**config.mk**
```make
export PLATFORM = sky130hd
export DESIGN_NAME = insertion_sorter
export DESIGN_NICKNAME = d
export VERILOG_FILES = /design/src/rtl/isort_pkg.sv /design/src/rtl/isort_queue.sv /design/src/rtl/isort_core.sv /design/src/rtl/insertion_sorter.sv
export SDC_FILE = /design/constraint.sdc
export NUM_CORES = 2
export LEC_CHECK = 0
export BUFFER_PORTS_ARGS = -buffer_cell sky130_fd_sc_hd__buf_2
export CORE_ASPECT_RATIO = 0.7
export CORE_MARGIN = 5
export CORE_UTILIZATION = 45
export DETAILED_ROUTE_END_ITERATION = 7
export PLACE_DENSITY = 0.67
export SETUP_SLACK_MARGIN = 0.2
export SYNTH_ARGS = -nofsm -noshare
export SYNTH_HDL_FRONTEND = slang
export SYNTH_SLANG_ARGS = --single-unit
```
**constraint.sdc**
```tcl
create_clock -name clock -period 7.62 [get_ports clock]
set_input_delay 1.524 -clock clock [delete_from_list [all_inputs] [get_ports clock]]
set_output_delay 1.524 -clock clock [all_outputs]
set_load 0.01 [all_outputs]
```
**src/rtl/isort_pkg.sv**
```systemverilog
// ----------------------------------------------------------------------------
// isort_pkg
// shared constants and types of the insertion sorter
// ----------------------------------------------------------------------------
package isort_pkg;

   localparam int DEPTH   = 16;
   localparam int CNT_W   = $clog2(DEPTH + 1);
   localparam int VALUE_W = 32;

   // request queue between front and back, power of two deep
   localparam int QDEPTH  = 2;
   localparam int QPTR_W  = $clog2(QDEPTH);
   localparam int QCNT_W  = $clog2(QDEPTH + 1);

   typedef struct packed {
      logic signed [VALUE_W-1:0] value;
      logic                      last;
   } isort_item_type;

endpackage

```
**src/rtl/isort_queue.sv**
```systemverilog
// ----------------------------------------------------------------------------
// isort_queue
// front end: accepts requests and buffers them for the sort core
// ----------------------------------------------------------------------------
module isort_queue import isort_pkg::*; (
   input  logic           clock,
   input  logic           reset,
   input  logic           req_valid,
   output logic           req_ready,
   input  isort_item_type req_item,
   output logic           q_valid,
   input  logic           q_pop,
   output isort_item_type q_item
);

   isort_item_type      mem_ff [QDEPTH];
   logic [QPTR_W-1:0]   wr_ptr_ff, wr_ptr_in;
   logic [QPTR_W-1:0]   rd_ptr_ff, rd_ptr_in;
   logic [QCNT_W-1:0]   cnt_ff, cnt_in;
   logic                push;
   logic                pop;

   assign req_ready = (cnt_ff != QCNT_W'(QDEPTH));
   assign q_valid   = (cnt_ff != '0);
   assign q_item    = mem_ff[rd_ptr_ff];
   assign push      = req_valid && req_ready;
   assign pop       = q_pop && q_valid;

   always_comb begin
      wr_ptr_in = push ? wr_ptr_ff + 1'b1 : wr_ptr_ff;
      rd_ptr_in = pop  ? rd_ptr_ff + 1'b1 : rd_ptr_ff;
      cnt_in    = cnt_ff;
      if (push && !pop) begin
         cnt_in = cnt_ff + 1'b1;
      end else if (pop && !push) begin
         cnt_in = cnt_ff - 1'b1;
      end
   end

   always_ff @(posedge clock) begin
      if (reset) begin
         wr_ptr_ff <= '0;
         rd_ptr_ff <= '0;
         cnt_ff    <= '0;
      end else begin
         wr_ptr_ff <= wr_ptr_in;
         rd_ptr_ff <= rd_ptr_in;
         cnt_ff    <= cnt_in;
      end
   end

   always_ff @(posedge clock) begin
      if (push) begin
         mem_ff[wr_ptr_ff] <= req_item;
      end
   end

endmodule

```
**src/rtl/isort_core.sv**
```systemverilog
// ----------------------------------------------------------------------------
// isort_core
// back end: compare-and-shift cell row, drain sequencer and output register
// ----------------------------------------------------------------------------
module isort_core import isort_pkg::*; (
   input  logic                      clock,
   input  logic                      reset,
   input  logic                      q_valid,
   output logic                      q_pop,
   input  isort_item_type            q_item,
   output logic                      rsp_valid,
   input  logic                      rsp_ready,
   output logic signed [VALUE_W-1:0] rsp_value_res,
   output logic                      rsp_last_res,
   output logic                      rsp_overflow
);

   localparam logic ST_FILL  = 1'b0;
   localparam logic ST_DRAIN = 1'b1;

   logic                      state_ff, state_in;
   logic [CNT_W-1:0]          fill_ff, fill_in;
   logic                      dropped_ff, dropped_in;
   logic signed [VALUE_W-1:0] cells_ff [DEPTH];
   logic signed [VALUE_W-1:0] cells_in [DEPTH];
   logic                      ins [DEPTH];
   logic                      full;
   logic                      out_load;
   logic                      emit;

   logic                      rsp_valid_ff, rsp_valid_in;
   logic signed [VALUE_W-1:0] rsp_value_ff;
   logic                      rsp_last_ff;
   logic                      rsp_ovf_ff;

   assign full     = (fill_ff == CNT_W'(DEPTH));
   assign q_pop    = (state_ff == ST_FILL);
   assign out_load = !rsp_valid_ff || rsp_ready;
   assign emit     = (state_ff == ST_DRAIN) && out_load;

   // cell i takes a new value where the incoming one sorts strictly before it,
   // or where it is the first free cell; equal values stay ahead
   always_comb begin
      for (int i = 0; i < DEPTH; i++) begin
         ins[i] = (CNT_W'(i) == fill_ff) ||
                  ((CNT_W'(i) < fill_ff) && (q_item.value < cells_ff[i]));
      end
   end

   always_comb begin
      state_in   = state_ff;
      fill_in    = fill_ff;
      dropped_in = dropped_ff;
      for (int i = 0; i < DEPTH; i++) begin
         cells_in[i] = cells_ff[i];
      end
      case (state_ff)
         ST_FILL: begin
            if (q_valid) begin
               if (full) begin
                  dropped_in = 1'b1;
               end else begin
                  fill_in = fill_ff + 1'b1;
                  for (int i = 0; i < DEPTH; i++) begin
                     if (ins[i]) begin
                        if (i > 0 && ins[(i > 0) ? i - 1 : 0]) begin
                           cells_in[i] = cells_ff[(i > 0) ? i - 1 : 0];
                        end else begin
                           cells_in[i] = q_item.value;
                        end
                     end
                  end
               end
               if (q_item.last) begin
                  state_in = ST_DRAIN;
               end
            end
         end
         ST_DRAIN: begin
            if (out_load) begin
               for (int i = 0; i < DEPTH - 1; i++) begin
                  cells_in[i] = cells_ff[i + 1];
               end
               fill_in = fill_ff - 1'b1;
               if (fill_ff == CNT_W'(1)) begin
                  state_in   = ST_FILL;
                  dropped_in = 1'b0;
               end
            end
         end
         default: begin
            state_in = ST_FILL;
         end
      endcase
   end

   always_comb begin
      rsp_valid_in = rsp_valid_ff;
      if (emit) begin
         rsp_valid_in = 1'b1;
      end else if (rsp_ready) begin
         rsp_valid_in = 1'b0;
      end
   end

   always_ff @(posedge clock) begin
      if (reset) begin
         state_ff     <= ST_FILL;
         fill_ff      <= '0;
         dropped_ff   <= 1'b0;
         rsp_valid_ff <= 1'b0;
      end else begin
         state_ff     <= state_in;
         fill_ff      <= fill_in;
         dropped_ff   <= dropped_in;
         rsp_valid_ff <= rsp_valid_in;
      end
   end

   always_ff @(posedge clock) begin
      for (int i = 0; i < DEPTH; i++) begin
         cells_ff[i] <= cells_in[i];
      end
      if (emit) begin
         rsp_value_ff <= cells_ff[0];
         rsp_last_ff  <= (fill_ff == CNT_W'(1));
         rsp_ovf_ff   <= dropped_ff;
      end
   end

   assign rsp_valid     = rsp_valid_ff;
   assign rsp_value_res = rsp_value_ff;
   assign rsp_last_res  = rsp_last_ff;
   assign rsp_overflow  = rsp_ovf_ff;

endmodule

```
**src/rtl/insertion_sorter.sv**
```systemverilog
// flow: a request is registered in the queue and enters the cell row when the
// core pops it while filling; once the last request of a set arrives, the core
// drains through the output register, one result per cycle while rsp_ready holds
// throughput: one request per cycle while filling; while a set of stored values
// drains from the cell row, at most two requests wait in the queue
// reset: synchronous, active high; empties the queue, the row and the output
// ----------------------------------------------------------------------------
// insertion_sorter
// streaming stable insertion sort of signed values, emitted when a set closes
// ----------------------------------------------------------------------------
module insertion_sorter import isort_pkg::*; (
   input  logic                      clock,
   input  logic                      reset,
   input  logic                      req_valid,
   output logic                      req_ready,
   input  logic signed [VALUE_W-1:0] req_value,
   input  logic                      req_last,
   output logic                      rsp_valid,
   input  logic                      rsp_ready,
   output logic signed [VALUE_W-1:0] rsp_value_res,
   output logic                      rsp_last_res,
   output logic                      rsp_overflow
);

   isort_item_type req_item;
   isort_item_type q_item;
   logic           q_valid;
   logic           q_pop;

   assign req_item.value = req_value;
   assign req_item.last  = req_last;

   isort_queue u_queue (
      .clock     (clock),
      .reset     (reset),
      .req_valid (req_valid),
      .req_ready (req_ready),
      .req_item  (req_item),
      .q_valid   (q_valid),
      .q_pop     (q_pop),
      .q_item    (q_item)
   );

   isort_core u_core (
      .clock         (clock),
      .reset         (reset),
      .q_valid       (q_valid),
      .q_pop         (q_pop),
      .q_item        (q_item),
      .rsp_valid     (rsp_valid),
      .rsp_ready     (rsp_ready),
      .rsp_value_res (rsp_value_res),
      .rsp_last_res  (rsp_last_res),
      .rsp_overflow  (rsp_overflow)
   );

endmodule

```
==> flow_metrics.tcl <==
set metrics [dict create \
    wl_per_cell_um 23.45 \
    drtPass1Iterations 5 \
    clkTransAtPathRegs_ns 0.07 \
    cts_made_buffers 66 \
    setup_viol 0 \
    synth_top_cell_by_area "sky130_fd_sc_hd__edfxtp_1" \
    grt_setup_unrepaired "false" \
    hold_class "flip-flop to flip-flop" \
    synthDistinctLibCells 75 \
    pre_cts_slack_ns 1.953 \
    clock_power_share_pct 17.2 \
    cts.repair.resized 0 \
    design.portCount 73 \
    grt_first_pass_wirelength_um 185200 \
    fin_setup_tns_ns 0 \
    top_signal_layer_used "met4" \
    hold_path_end "u_core.rsp_overflow" \
    rr_worst_depth 12 \
    status "finished clean" \
    max-cap-violations 0 \
    die-area_um2 97940 \
    synth_seq_cells 625 \
    die_height_um 263.3 \
    rrSetupSlack_ns 1.68 \
    hold_viol_final 0 \
    met1Wirelength_um 57570 \
    critical_path.startpoint_type "flip-flop" \
    met2_length_um 47960 \
    met3_length_um 11730 \
    max-slew-margin-rel_pct 13.05 \
    cts_tree "yes" \
    p_comb_share_pct 51.0 \
    post-route-period-util_pct 77.89 \
    worst-endpoint-required_ns 7.90 \
    vdd.ir_drop.worst_mv 0.4922 \
    final_layout_size_suffix_gt1_share_pct 7.762 \
    clk_path_buf_depth 3 \
    drc_errors 0 \
    fin_crit_ns 5.936 \
    fp.coreArea_um2 90480 \
    syn2layout_area_growth_pct 9.128 \
    dp.cells 4968 \
    globalRouteOverflowTotal 0 \
    utilization_pct 49.76 \
    p_switching_mw 8.642 \
    synth_flop_cell "sky130_fd_sc_hd__edfxtp_1" \
    maxClockFrequency_mhz 168.5 \
    chipWidth_um 371.9 \
    syn_nets 4394 \
    cts-hold-fix-buffers 0 \
    num_rows 92 \
    grt_max_degree 172 \
    seq_area_frac_synth_pct 45.17 \
    worst-endpoint-arrival_ns 6.22 \
    critPathMaxFanout 32 \
    netSwitchingFraction_pct 43.78 \
    clock_sink_count 625 \
    first_global_vias 31610 \
    synth_async_sr_flop_share_pct 0 \
    cts_setup_buffers 0 \
    timing_worst_setup_path_type "flip-flop to flip-flop" \
    netlist_instances 3855 \
    floorplan.initialDensity_pct 45.60 \
    numPortBuffers 72 \
    layoutNonFillerInstCount 5087 \
    area_share_of_the_largest_cell_type_after_synthesis_pct 44.54 \
    summed_instance_area_of_the_synthesized_netlist_um2 41260 \
    antenna_violations_before_repair 1 \
    worst_r2r_endpoint "u_core.cells_ff[1][68]" \
    dp_hpwl_um 85800 \
    final.setup_skew_ns 0.02271 \
    timing.final.max_slew_violations 0 \
    final_antenna_net_count 0 \
    power-per-cell-area_nw_per_um2 438.4 \
    synthesis.area_per_instance_um2 10.70 \
    postRouteWirelength_um 119300 \
    relative_contribution_of_sequential_cells_to_total_power_pct 31.8 \
    cp-end-kind "flip-flop" \
    diodes 0 \
    num-nets-final 4353 \
    worstHoldStart "u_core.dropped_ff" \
    avgViaCountPerCell 6.334 \
    detailroute.via_count 32220 \
    p_int_mw 11.10 \
    power.static_leakage_nw 19.02 \
    clock_tree.htree_level_count 3 \
    clock_tree.root_cell "sky130_fd_sc_hd__clkbuf_16" \
    setup_ws_ns 1.684 \
    yosysWarningCount 0 \
    worst_tran_pin_value_ns 1.277 \
    yosys-top-cells-area "sky130_fd_sc_hd__edfxtp_1 (45%), sky130_fd_sc_hd__ha_1 (15%), sky130_fd_sc_hd__o221ai_1 (6.0%)" \
    initialDrtViolationCount 3769 \
    globalplace.congestion 0.8884 \
    clock_latency_late_sink_ns 0.66 \
    synth_enable_flop_cells 612 \
    global_route.usage.total_pct 23.72 \
    hold_critical_path_depth 0 \
]
[power by group through the flow]
stage	combinational (mW)	clock, mW	sequential, mW
final	10.1	3.40	6.28
after global routing	11.1	3.59	6.39
after CTS	9.85	3.45	6.27
after detailed placement	9.78	0	6.33
after global placement	9.53	0	6.32
after floorplan	7.00	0	6.13
[layer usage]
metal	vias to the layer above	track usage [%]
met5	-	0
li1	14870	-
met3	140	5.643
met4	0	4.897
met1	15790	37.68
met2	1428	32.46
[cell families (layout without fill, tap and decap cells)]
family                     after synthesis  in the layout  share of synthesized area, %
DFF                                    625            625                         45.17
AOI/OAI and AO/OA                     1131           1131                         19.51
buffers and inverters                  746            756                         7.054
muxes                                  202            202                         5.137
adders and majority gates              502            502                         15.22
and+or+nand+nor                        640            640                         7.712
xor gates and xnor gates                 9              9                        0.1910
[synth_stat cells, drive strengths merged (6+ instances only)]
master / number
edfxtp: 612
inv: 515
ha: 502
o221ai: 284
nand3: 214
a21oi: 172
clkbuf: 160
o22ai: 156
nand2: 151
mux2i: 137
a21o: 131
o21ai: 115
o211ai: 112
nor2: 89
nand4: 72
buf: 70
mux2: 65
o31ai: 40
and4: 21
a211oi: 18
a31oi: 18
nor3: 17
nand2b: 16
nor2b: 15
dfxtp: 13
a2111oi: 12
o21a: 11
and3: 9
a211o: 8
a21boi: 8
a221oi: 8
and2: 8
or3: 8
o311ai: 7
nor4: 6
o21bai: 6
[worst max-delay path: stages (launching register included)]
cell and delay, ns:
sky130_fd_sc_hd__dfxtp_2 0.86, sky130_fd_sc_hd__mux2_2 0.64, sky130_fd_sc_hd__ha_1 0.47, sky130_fd_sc_hd__nand4_1 0.16
sky130_fd_sc_hd__nor3_1 0.72, sky130_fd_sc_hd__nand2_1 0.39, sky130_fd_sc_hd__nor3_1 0.69, sky130_fd_sc_hd__nor4_1 0.17
sky130_fd_sc_hd__xor2_1 0.21, sky130_fd_sc_hd__o21ai_4 0.53, sky130_fd_sc_hd__nor2_1 0.11, sky130_fd_sc_hd__nor2_2 0.10
sky130_fd_sc_hd__buf_4 0.43
[placed cells by master, fill, tap and decap left out, types with 26 or more instances in the layout]
cell type,Yosys,final
sky130_fd_sc_hd__a21o_1,131,131
sky130_fd_sc_hd__nand4_1,72,72
sky130_fd_sc_hd__nand3_1,214,214
sky130_fd_sc_hd__o31ai_1,40,40
sky130_fd_sc_hd__buf_4,0,44
sky130_fd_sc_hd__mux2i_1,136,135
sky130_fd_sc_hd__nor2_1,89,82
sky130_fd_sc_hd__o211ai_1,112,112
sky130_fd_sc_hd__o21ai_0,112,112
sky130_fd_sc_hd__mux2_2,38,38
sky130_fd_sc_hd__o22ai_1,156,156
sky130_fd_sc_hd__inv_1,515,513
sky130_fd_sc_hd__mux2_1,26,26
sky130_fd_sc_hd__edfxtp_1,612,612
sky130_fd_sc_hd__clkbuf_16,0,73
sky130_fd_sc_hd__o221ai_1,284,283
sky130_fd_sc_hd__buf_2,52,73
sky130_fd_sc_hd__nand2_1,151,149
sky130_fd_sc_hd__a21oi_1,171,164
sky130_fd_sc_hd__ha_1,502,502
[worst max-delay path by stage]
stage                          from                 endpoint  slack [ns]
after detailed placement  flip-flop  u_core.cells_ff[1][164]        1.95
after CTS                 flip-flop  u_core.cells_ff[1][164]        1.90
final                     flip-flop   u_core.cells_ff[1][68]        1.68
after global routing      flip-flop  u_core.cells_ff[0][231]        1.34
after global placement    flip-flop    u_core.cells_ff[0][4]        1.19
after floorplan           flip-flop   u_core.cells_ff[0][64]        2.09
[cell type report]
class,instances,area (um^2)
clock inverters,32,292.8
inverters,516,1944
well taps,1222,1529
fillers,8227,45450
repair buffers,121,765.7
flip-flops and latches,625,18640
clock buffers,87,1889
multi-input cells,2484,19960
[per-stage QoR]
step,hold slack (ns),cell area (um^2),power (mW)
final,0.4273,45020,19.74
after global routing,0.4545,45020,21.04
after CTS,0.4389,45020,19.58
after detailed placement,0.4104,42840,16.10
after global placement,0.4189,42820,15.86
after floorplan,0.4019,41260,13.12
[flip-flops by register name, indices dropped and copies added (netlist names), named ones only]
name	flops
u_core.cells_ff	512
u_core.dropped_ff	1
u_core.fill_ff	5
u_core.rsp_last_res	1
u_core.rsp_overflow	1
u_core.rsp_valid	1
u_core.rsp_value_res	32
u_core.state_ff	1
u_queue.cnt_ff	2
u_queue.mem_ff	66
u_queue.rd_ptr_ff	1
u_queue.wr_ptr_ff	1
Note: power is estimated with default switching activity, not from simulation.
